`config.mk`:
```
export PLATFORM = sky130hd
export DESIGN_NAME = stable_priority_queue
export DESIGN_NICKNAME = d
export VERILOG_FILES = /design/src/design/spq_pkg.sv /design/src/design/spq_cell.sv /design/src/design/stable_priority_queue.sv
export SDC_FILE = /design/constraint.sdc
export NUM_CORES = 2
export LEC_CHECK = 0
export BUFFER_PORTS_ARGS = -buffer_cell sky130_fd_sc_hd__buf_2
export CELL_PAD_IN_SITES_DETAIL_PLACEMENT = 0
export CELL_PAD_IN_SITES_GLOBAL_PLACEMENT = 1
export CORE_ASPECT_RATIO = 0.6
export CORE_MARGIN = 2
export CORE_UTILIZATION = 52
export CTS_CLUSTER_DIAMETER = 100
export DETAILED_ROUTE_END_ITERATION = 16
export PLACE_DENSITY_LB_ADDON = 0.1
export SLEW_MARGIN = 0
export SYNTH_ARGS = -nofsm -noshare
export SYNTH_HDL_FRONTEND = slang
export SYNTH_SLANG_ARGS = --single-unit
```
`constraint.sdc`:
```
create_clock -name aclk -period 7.25 [get_ports aclk]
set_input_delay 1.45 -clock aclk [delete_from_list [all_inputs] [get_ports aclk]]
set_output_delay 1.45 -clock aclk [all_outputs]
set_load 0.05 [all_outputs]
```
`src/design/spq_pkg.sv`:
```
// ----------------------------------------------------------------------------
// spq_pkg: shared types and constants of the stable priority queue
// Field widths, operation and status codes, and the per-beat control bundle
// broadcast from the top level to every storage cell.
// ----------------------------------------------------------------------------
package spq_pkg;

    // default sizing
    localparam int DEPTH_DEF    = 64;
    localparam int TAG_BITS_DEF = 16;

    // fixed field widths
    localparam int URG_W     = 2;
    localparam int STATUS_W  = 2;
    localparam int OUT_TAG_W = 16;
    localparam int OCC_W     = 7;

    // operation codes carried in s_tuser
    localparam logic FUNC_INSERT = 1'b0;
    localparam logic FUNC_REMOVE = 1'b1;

    // status codes carried in m_tuser
    localparam logic [STATUS_W-1:0] ST_OK    = 2'd0;
    localparam logic [STATUS_W-1:0] ST_FULL  = 2'd1;
    localparam logic [STATUS_W-1:0] ST_EMPTY = 2'd2;

    // control broadcast to all cells for one beat
    typedef struct packed {
        logic             ins;   // insert the new entry this cycle
        logic             rem;   // pop the head this cycle
        logic [URG_W-1:0] urg;   // urgency of the new entry
    } spq_ctrl_t;

endpackage

```
`src/design/spq_cell.sv`:
```
// ----------------------------------------------------------------------------
// spq_cell: one slot of the sorted queue
// Holds an urgency and a tag; on insert it keeps, takes the new entry or takes
// its left neighbor's entry; on remove it takes its right neighbor's entry.
// ----------------------------------------------------------------------------
module spq_cell #(
    parameter int INDEX    = 0,
    parameter int CNT_W    = 7,
    parameter int TAG_BITS = spq_pkg::TAG_BITS_DEF
) (
    input  logic                       aclk,
    input  spq_pkg::spq_ctrl_t         ctrl,
    input  logic [TAG_BITS-1:0]        new_tag,
    input  logic [CNT_W-1:0]           count,
    input  logic                       prev_move,
    input  logic [spq_pkg::URG_W-1:0]  prev_urg,
    input  logic [TAG_BITS-1:0]        prev_tag,
    input  logic [spq_pkg::URG_W-1:0]  next_urg,
    input  logic [TAG_BITS-1:0]        next_tag,
    output logic                       move,
    output logic [spq_pkg::URG_W-1:0]  urg,
    output logic [TAG_BITS-1:0]        tag
);
    import spq_pkg::*;

    logic [URG_W-1:0]    urg_reg, urg_next;
    logic [TAG_BITS-1:0] tag_reg, tag_next;
    logic                occupied;

    // slot is occupied when it lies below the fill count
    assign occupied = count > CNT_W'(INDEX);

    // entry here must shift right if the new entry belongs at or before it
    assign move = !occupied || (urg_reg > ctrl.urg);

    // select the slot contents for the next cycle
    always_comb begin
        urg_next = urg_reg;
        tag_next = tag_reg;
        if (ctrl.ins) begin
            if (prev_move) begin
                urg_next = prev_urg;
                tag_next = prev_tag;
            end else if (move) begin
                urg_next = ctrl.urg;
                tag_next = new_tag;
            end
        end else if (ctrl.rem) begin
            urg_next = next_urg;
            tag_next = next_tag;
        end
    end

    // slot storage
    always_ff @(posedge aclk) begin
        urg_reg <= urg_next;
        tag_reg <= tag_next;
    end

    assign urg = urg_reg;
    assign tag = tag_reg;

endmodule

```
`src/design/stable_priority_queue.sv`:
```
// ----------------------------------------------------------------------------
// stable_priority_queue: bounded priority queue in a row of sorted cells
// Inserts keep arrival order among equal urgencies; removes pop the head.
// ----------------------------------------------------------------------------
// Usage:
//   s_ channel: one beat is one operation. s_tuser selects insert or remove;
//   s_tdata carries urgency and tag of an inserted entry (ignored on remove).
//   m_ channel: one result beat per operation, in order. m_tuser holds the
//   status (ok, full on insert, empty on remove); m_tdata holds the removed
//   tag and urgency (zero unless a remove succeeded) and the occupancy left.
//   Latency: the result is valid the cycle after the operation beat.
//   Throughput: one operation per cycle while the result side does not stall.
//   Every cell compares its urgency with the new entry and shifts in one step,
//   so the whole row updates at once; the output register is the only stage.
//   Reset: aresetn clears the fill count and the output valid; slot contents
//   are not cleared and never read before being written.
//   Stall: while a result waits with m_tready low, s_tready stays low and the
//   queue holds; when the result is taken a new beat may enter that cycle.
// ----------------------------------------------------------------------------
module stable_priority_queue #(
    parameter  int DEPTH    = spq_pkg::DEPTH_DEF,
    parameter  int TAG_BITS = spq_pkg::TAG_BITS_DEF,
    localparam int S_DATA_W = ((spq_pkg::URG_W + TAG_BITS + 7) / 8) * 8,
    localparam int M_DATA_W = ((spq_pkg::OUT_TAG_W + spq_pkg::URG_W
                                + spq_pkg::OCC_W + 7) / 8) * 8
) (
    input  logic                          aclk,
    input  logic                          aresetn,
    input  logic                          s_tvalid,
    output logic                          s_tready,
    input  logic [S_DATA_W-1:0]           s_tdata,   // urgency, tag, zero pad
    input  logic                          s_tuser,   // func
    output logic                          m_tvalid,
    input  logic                          m_tready,
    output logic [M_DATA_W-1:0]           m_tdata,   // out_tag, out_urgency, occupancy, zero pad
    output logic [spq_pkg::STATUS_W-1:0]  m_tuser    // status
);
    import spq_pkg::*;

    localparam int CNT_W = $clog2(DEPTH + 1);
    localparam int PAD_W = M_DATA_W - OUT_TAG_W - URG_W - OCC_W;

    logic                 accept;
    logic                 full, empty;
    logic [URG_W-1:0]     in_urg;
    logic [TAG_BITS-1:0]  in_tag;
    spq_ctrl_t            ctrl;

    logic [CNT_W-1:0]     count_reg, count_next;
    logic                 m_valid_reg, m_valid_next;
    logic [STATUS_W-1:0]  status_reg, status_next;
    logic [OUT_TAG_W-1:0] otag_reg, otag_next;
    logic [URG_W-1:0]     ourg_reg, ourg_next;
    logic [OCC_W-1:0]     occ_reg, occ_next;

    logic                 move_w [DEPTH];
    logic [URG_W-1:0]     urg_w  [DEPTH];
    logic [TAG_BITS-1:0]  tag_w  [DEPTH];

    // input unpacking and handshake
    assign in_urg   = s_tdata[URG_W-1:0];
    assign in_tag   = s_tdata[URG_W +: TAG_BITS];
    assign s_tready = !m_valid_reg || m_tready;
    assign accept   = s_tvalid && s_tready;
    assign full     = count_reg == CNT_W'(DEPTH);
    assign empty    = count_reg == '0;

    // broadcast control to the row
    always_comb begin
        ctrl.ins = accept && (s_tuser == FUNC_INSERT) && !full;
        ctrl.rem = accept && (s_tuser == FUNC_REMOVE) && !empty;
        ctrl.urg = in_urg;
    end

    // row of slots
    for (genvar i = 0; i < DEPTH; i++) begin : g_cell
        logic                prev_move;
        logic [URG_W-1:0]    prev_urg, next_urg;
        logic [TAG_BITS-1:0] prev_tag, next_tag;

        if (i == 0) begin : g_first
            assign prev_move = 1'b0;
            assign prev_urg  = '0;
            assign prev_tag  = '0;
        end else begin : g_mid
            assign prev_move = move_w[i-1];
            assign prev_urg  = urg_w[i-1];
            assign prev_tag  = tag_w[i-1];
        end

        if (i == DEPTH - 1) begin : g_last
            assign next_urg = '0;
            assign next_tag = '0;
        end else begin : g_inner
            assign next_urg = urg_w[i+1];
            assign next_tag = tag_w[i+1];
        end

        spq_cell #(
            .INDEX    (i),
            .CNT_W    (CNT_W),
            .TAG_BITS (TAG_BITS)
        ) u_cell (
            .aclk      (aclk),
            .ctrl      (ctrl),
            .new_tag   (in_tag),
            .count     (count_reg),
            .prev_move (prev_move),
            .prev_urg  (prev_urg),
            .prev_tag  (prev_tag),
            .next_urg  (next_urg),
            .next_tag  (next_tag),
            .move      (move_w[i]),
            .urg       (urg_w[i]),
            .tag       (tag_w[i])
        );
    end

    // fill count and result beat
    always_comb begin
        count_next   = count_reg;
        m_valid_next = m_valid_reg;
        status_next  = status_reg;
        otag_next    = otag_reg;
        ourg_next    = ourg_reg;
        occ_next     = occ_reg;
        if (m_valid_reg && m_tready) begin
            m_valid_next = 1'b0;
        end
        if (accept) begin
            m_valid_next = 1'b1;
            otag_next    = '0;
            ourg_next    = '0;
            if (ctrl.ins) begin
                count_next  = count_reg + CNT_W'(1);
                status_next = ST_OK;
            end else if (ctrl.rem) begin
                count_next  = count_reg - CNT_W'(1);
                status_next = ST_OK;
                otag_next   = OUT_TAG_W'(tag_w[0]);
                ourg_next   = urg_w[0];
            end else if (s_tuser == FUNC_INSERT) begin
                status_next = ST_FULL;
            end else begin
                status_next = ST_EMPTY;
            end
            occ_next = OCC_W'(count_next);
        end
    end

    // control registers
    always_ff @(posedge aclk) begin
        if (!aresetn) begin
            count_reg   <= '0;
            m_valid_reg <= 1'b0;
        end else begin
            count_reg   <= count_next;
            m_valid_reg <= m_valid_next;
        end
    end

    // result payload registers
    always_ff @(posedge aclk) begin
        status_reg <= status_next;
        otag_reg   <= otag_next;
        ourg_reg   <= ourg_next;
        occ_reg    <= occ_next;
    end

    assign m_tvalid = m_valid_reg;
    assign m_tuser  = status_reg;
    assign m_tdata  = {{PAD_W{1'b0}}, occ_reg, ourg_reg, otag_reg};

endmodule

```
==> metrics.csv <==
stage,metric,value,unit
status,status,finished clean,
timing,skew,0.0366,ns
synthesis,synth_edf_count,1179,
finish,fillCellCount,10607,
critical_path,ff2ff_path_depth,9,
timing,finalCriticalPeriod,4.62,ns
critical_path,path_max_fanout,42,
routing,drt_iter0_drc,7530,
die,start_util,52.4,%
grt,grt.total_usage,33.6,%
critical_path,ff2ff_setup_slack,2.63,ns
timing,worst_pin_slew,1.31,ns
placed_design,io_buffers,51,
pwr,total_power,24.2,mW
cts,cts_htree_levels,3,
critical_path,timing.critical_path.buf_inv,4,
die,fp.dieH,275,um
synthesis,synth_top_family_by_area,compound AO/OA/AOI/OAI gates,
routing,wl_per_cell,28.9,um
synthesis,syn_avg_cell_area,10.7,sq um
cts,clk_latency,0.76,ns
die,coreArea,0.122,sq mm
critical_path,max_stage_delay,0.69,ns
timing,setup_ws,2.63,ns
cts,root_buffer,clkbuf_16,
timing,whs,0.524,ns
synthesis,synth-compound-area-share,12.8,%
placed_design,place_area,0.0652,sq mm
synthesis,synth_fa_ha_area_share,2.62,%
min_path,hp-class,flip-flop to flip-flop,
synthesis,synthSimpleGateAreaFrac,12.1,%
synthesis,ys_seq_area_share,55.9,%
critical_path,critical_path_class,flip-flop to flip-flop,
cts,clkSinkCount,1187,
pwr,p_leak,28.4,nW
critical_path,crit_path_top_delay_cell,nor2_1,
cts,postCtsResizedCells,0,
routing,drc,0,
timing,finalSetupViolations,0,
synthesis,yosysWarnings,0,
synthesis,synthXorXnorAreaFrac,0.0826,%
timing,period_share,63.8,%
critical_path,path_cells,buf_4 -> inv_1 -> ha_1 -> nor4bb_4 -> a2111o_2 -> buf_4 -> nor3_1 -> nor2_1 -> buf_4,
die,pin_count,65,
cts,cts_buffers,115,
grt,grt.overflow.total,0,
routing,postRouteAntennaNets,0,
critical_path,cp_top_family,buffers and inverters,
pwr,vdd_drop_max,221,uV
grt,grt_pass1_vias,44274,
synthesis,yosysUniqueCellTypes,60,
cts,cts_max_path_buffers,3,
cts,clk_transition_reported_paths,0.07,ns
placed_design,place_hpwl,140,mm
routing,wl,215,mm
finish,final_util,56.7,%
critical_path,arrival,5.05,ns
finish,largest_register_ff_count,1024,
routing,vias_per_cell,6.50,
critical_path,required,7.68,ns
critical_path,crit_path_end_kind,flip-flop,
min_path,hold_depth,2,
flow_run,maxCapViolations,0,
synthesis,netlist_area,0.0636,sq mm
finish,final_cells,7448,
critical_path,r2r-start,count_reg[0],
min_path,hold_start,g_cell[63].u_cell.tag[9],
routing,dr_total_vias,48383,
synthesis,syn_inst,5958,
finish,area_delta_synth_final,8.28,%
die,dieArea,0.125,sq mm
finish,layout.nets,5892,
critical_path,crit_path_frequent_cell,buf_4,
grt,grt_max_degree,247,
routing,first_pass_iters,9,
cts,hold_buffers,0,
placed_design,pre_cts_ws,2.28,ns
critical_path,rr_endpoint,g_cell[17].u_cell.tag[10],
min_path,holdPathEnd,g_cell[62].u_cell.tag[9],
grt,use_met1,54.7,%
finish,design_area,0.0689,sq mm
placed_design,placed_cells,7229,
synthesis,ys_async_sr_fraction,0,%
synthesis,synthMuxAreaShare,11.9,%
die,rows,99,
synthesis,ys_seq_elements,1187,
grt,antenna_found_initial,8,
grt,grt_pass1_wl,311,mm
finish,layout-drive-gt1-share,8.42,%
die,die-width,456,um
timing,drv_slew,0,
timing,fmax,216,MHz
timing,maxSlewHeadroom,12.3,%
critical_path,start_kind,flip-flop,
timing,setup_tns,0,ns
timing,final_hold_viol_count,0,
grt,met3_usage,13.2,%
pwr,power_density,351,mW/mm^2
grt,use_met2,40.8,%
cts,post_cts_buffers,0,
synthesis,synthFlopType,edfxtp_1,
cts,cts_tree,done,
grt,busiest_layer,met1,
timing,rsz0062_at_grt,false,
placed_design,place_congestion,0.983,
-- Yosys cell counts (all sizes together) (3+ instances only) --
library cell	count	area, sq um
o311ai	4	35.0
nor3	60	305
a2bb2oi	5	43.8
nor2	124	465
clkbuf	356	1340
a32oi	3	26.3
xnor2	5	43.8
nand4	5	31.3
nand2	1194	4480
inv	80	300
edfxtp	1179	35400
dfxtp	8	160
nor2b	66	413
nor4	3	25.0
nand3	342	1710
o21ai	797	3990
mux2i	755	7560
or2	4	25.0
a2111oi	3	51.3
and2	25	156
a31oi	11	68.8
o21a	3	22.5
ha	133	1660
o211ai	421	3160
a21oi	77	385
o221ai	23	201
buf	239	1270
-- cells in the final DEF (no fill, tap or decap), types with 23 or more instances in the layout --
cell       Yosys  layout
o21ai_0      783     765
nand2_1     1193    1176
o21ai_2        0      24
a21oi_1       77      68
ha_1         133     133
buf_2        168      50
mux2i_1      755     755
nor2_1       124     123
inv_1         80      79
o221ai_1      23      23
edfxtp_1    1179    1179
clkinv_2       0      29
and2_1        25      25
buf_4         43     183
nor2b_1       66      66
nand3_1      342     342
o211ai_1     421     421
nor3_1        59      58
clkinv_1       2      30
clkbuf_16      0     118
-- area by class of cell --
class                      instances  area, sq um  share of cell area, %
tap                             1616         2020                   2.94
timing repair buffer             244         1840                   2.68
clock buffer                     142         3060                   4.45
sequential                      1187        35600                   51.6
antenna                            3         7.51                 0.0109
inverter                          82          309                  0.449
multi-input combinational       4100        25500                   37.0
clock inverter                    74          592                  0.859
-- worst reg2reg max path, delay by kind of cell (launching register included) --
family,cells,cell delay [ns]
adders and majority gates,1,0.52
DFF,1,0.30
AOI/OAI and AO/OA,1,0.68
and+or+nand+nor,3,1.31
buffers and inverters,4,1.52
-- report_power, final --
part	total [mW]	leakage, nW	internal (mW)	switching, mW
registers	11.3	11.4	9.99	1.30
logic	6.86	15.2	2.27	4.59
clock network	6.05	1.80	3.28	2.77
total	24.2	28.4	15.5	8.66
-- how the worst max path moves through the flow --
stage,slack [ns],end,from,cells past startpoint
final,2.63,g_cell[17].u_cell.tag[10],count_reg[0],9
after global routing,2.51,g_cell[7].u_cell.tag[7],count_reg[0],9
after CTS,2.89,g_cell[49].u_cell.tag[13],count_reg[0],10
after detailed placement,2.28,g_cell[17].u_cell.tag[11],s_tdata[1],10
after global placement,2.33,g_cell[8].u_cell.tag[13],s_tdata[1],10
after floorplan,1.69,g_cell[53].u_cell.tag[0],s_tdata[1],9
-- logic make-up after synthesis --
| group | after synthesis |
|---|---|
| mux | 755 |
| flops | 1187 |
| other cells | 1 |
| buf+inv | 677 |
| simple gates | 1834 |
| fa+ha+maj | 133 |
| compound gates | 1365 |
| xor+xnor | 6 |
-- metal layers --
metal / vias to the layer above / part of all wire (%)
li1: 21452 / -
met1: 23890 / 47
met2: 2757 / 36
met3: 272 / 15
met4: 12 / 2.0
met5: - / 0.10
Note: power is estimated with default switching activity, not from simulation.
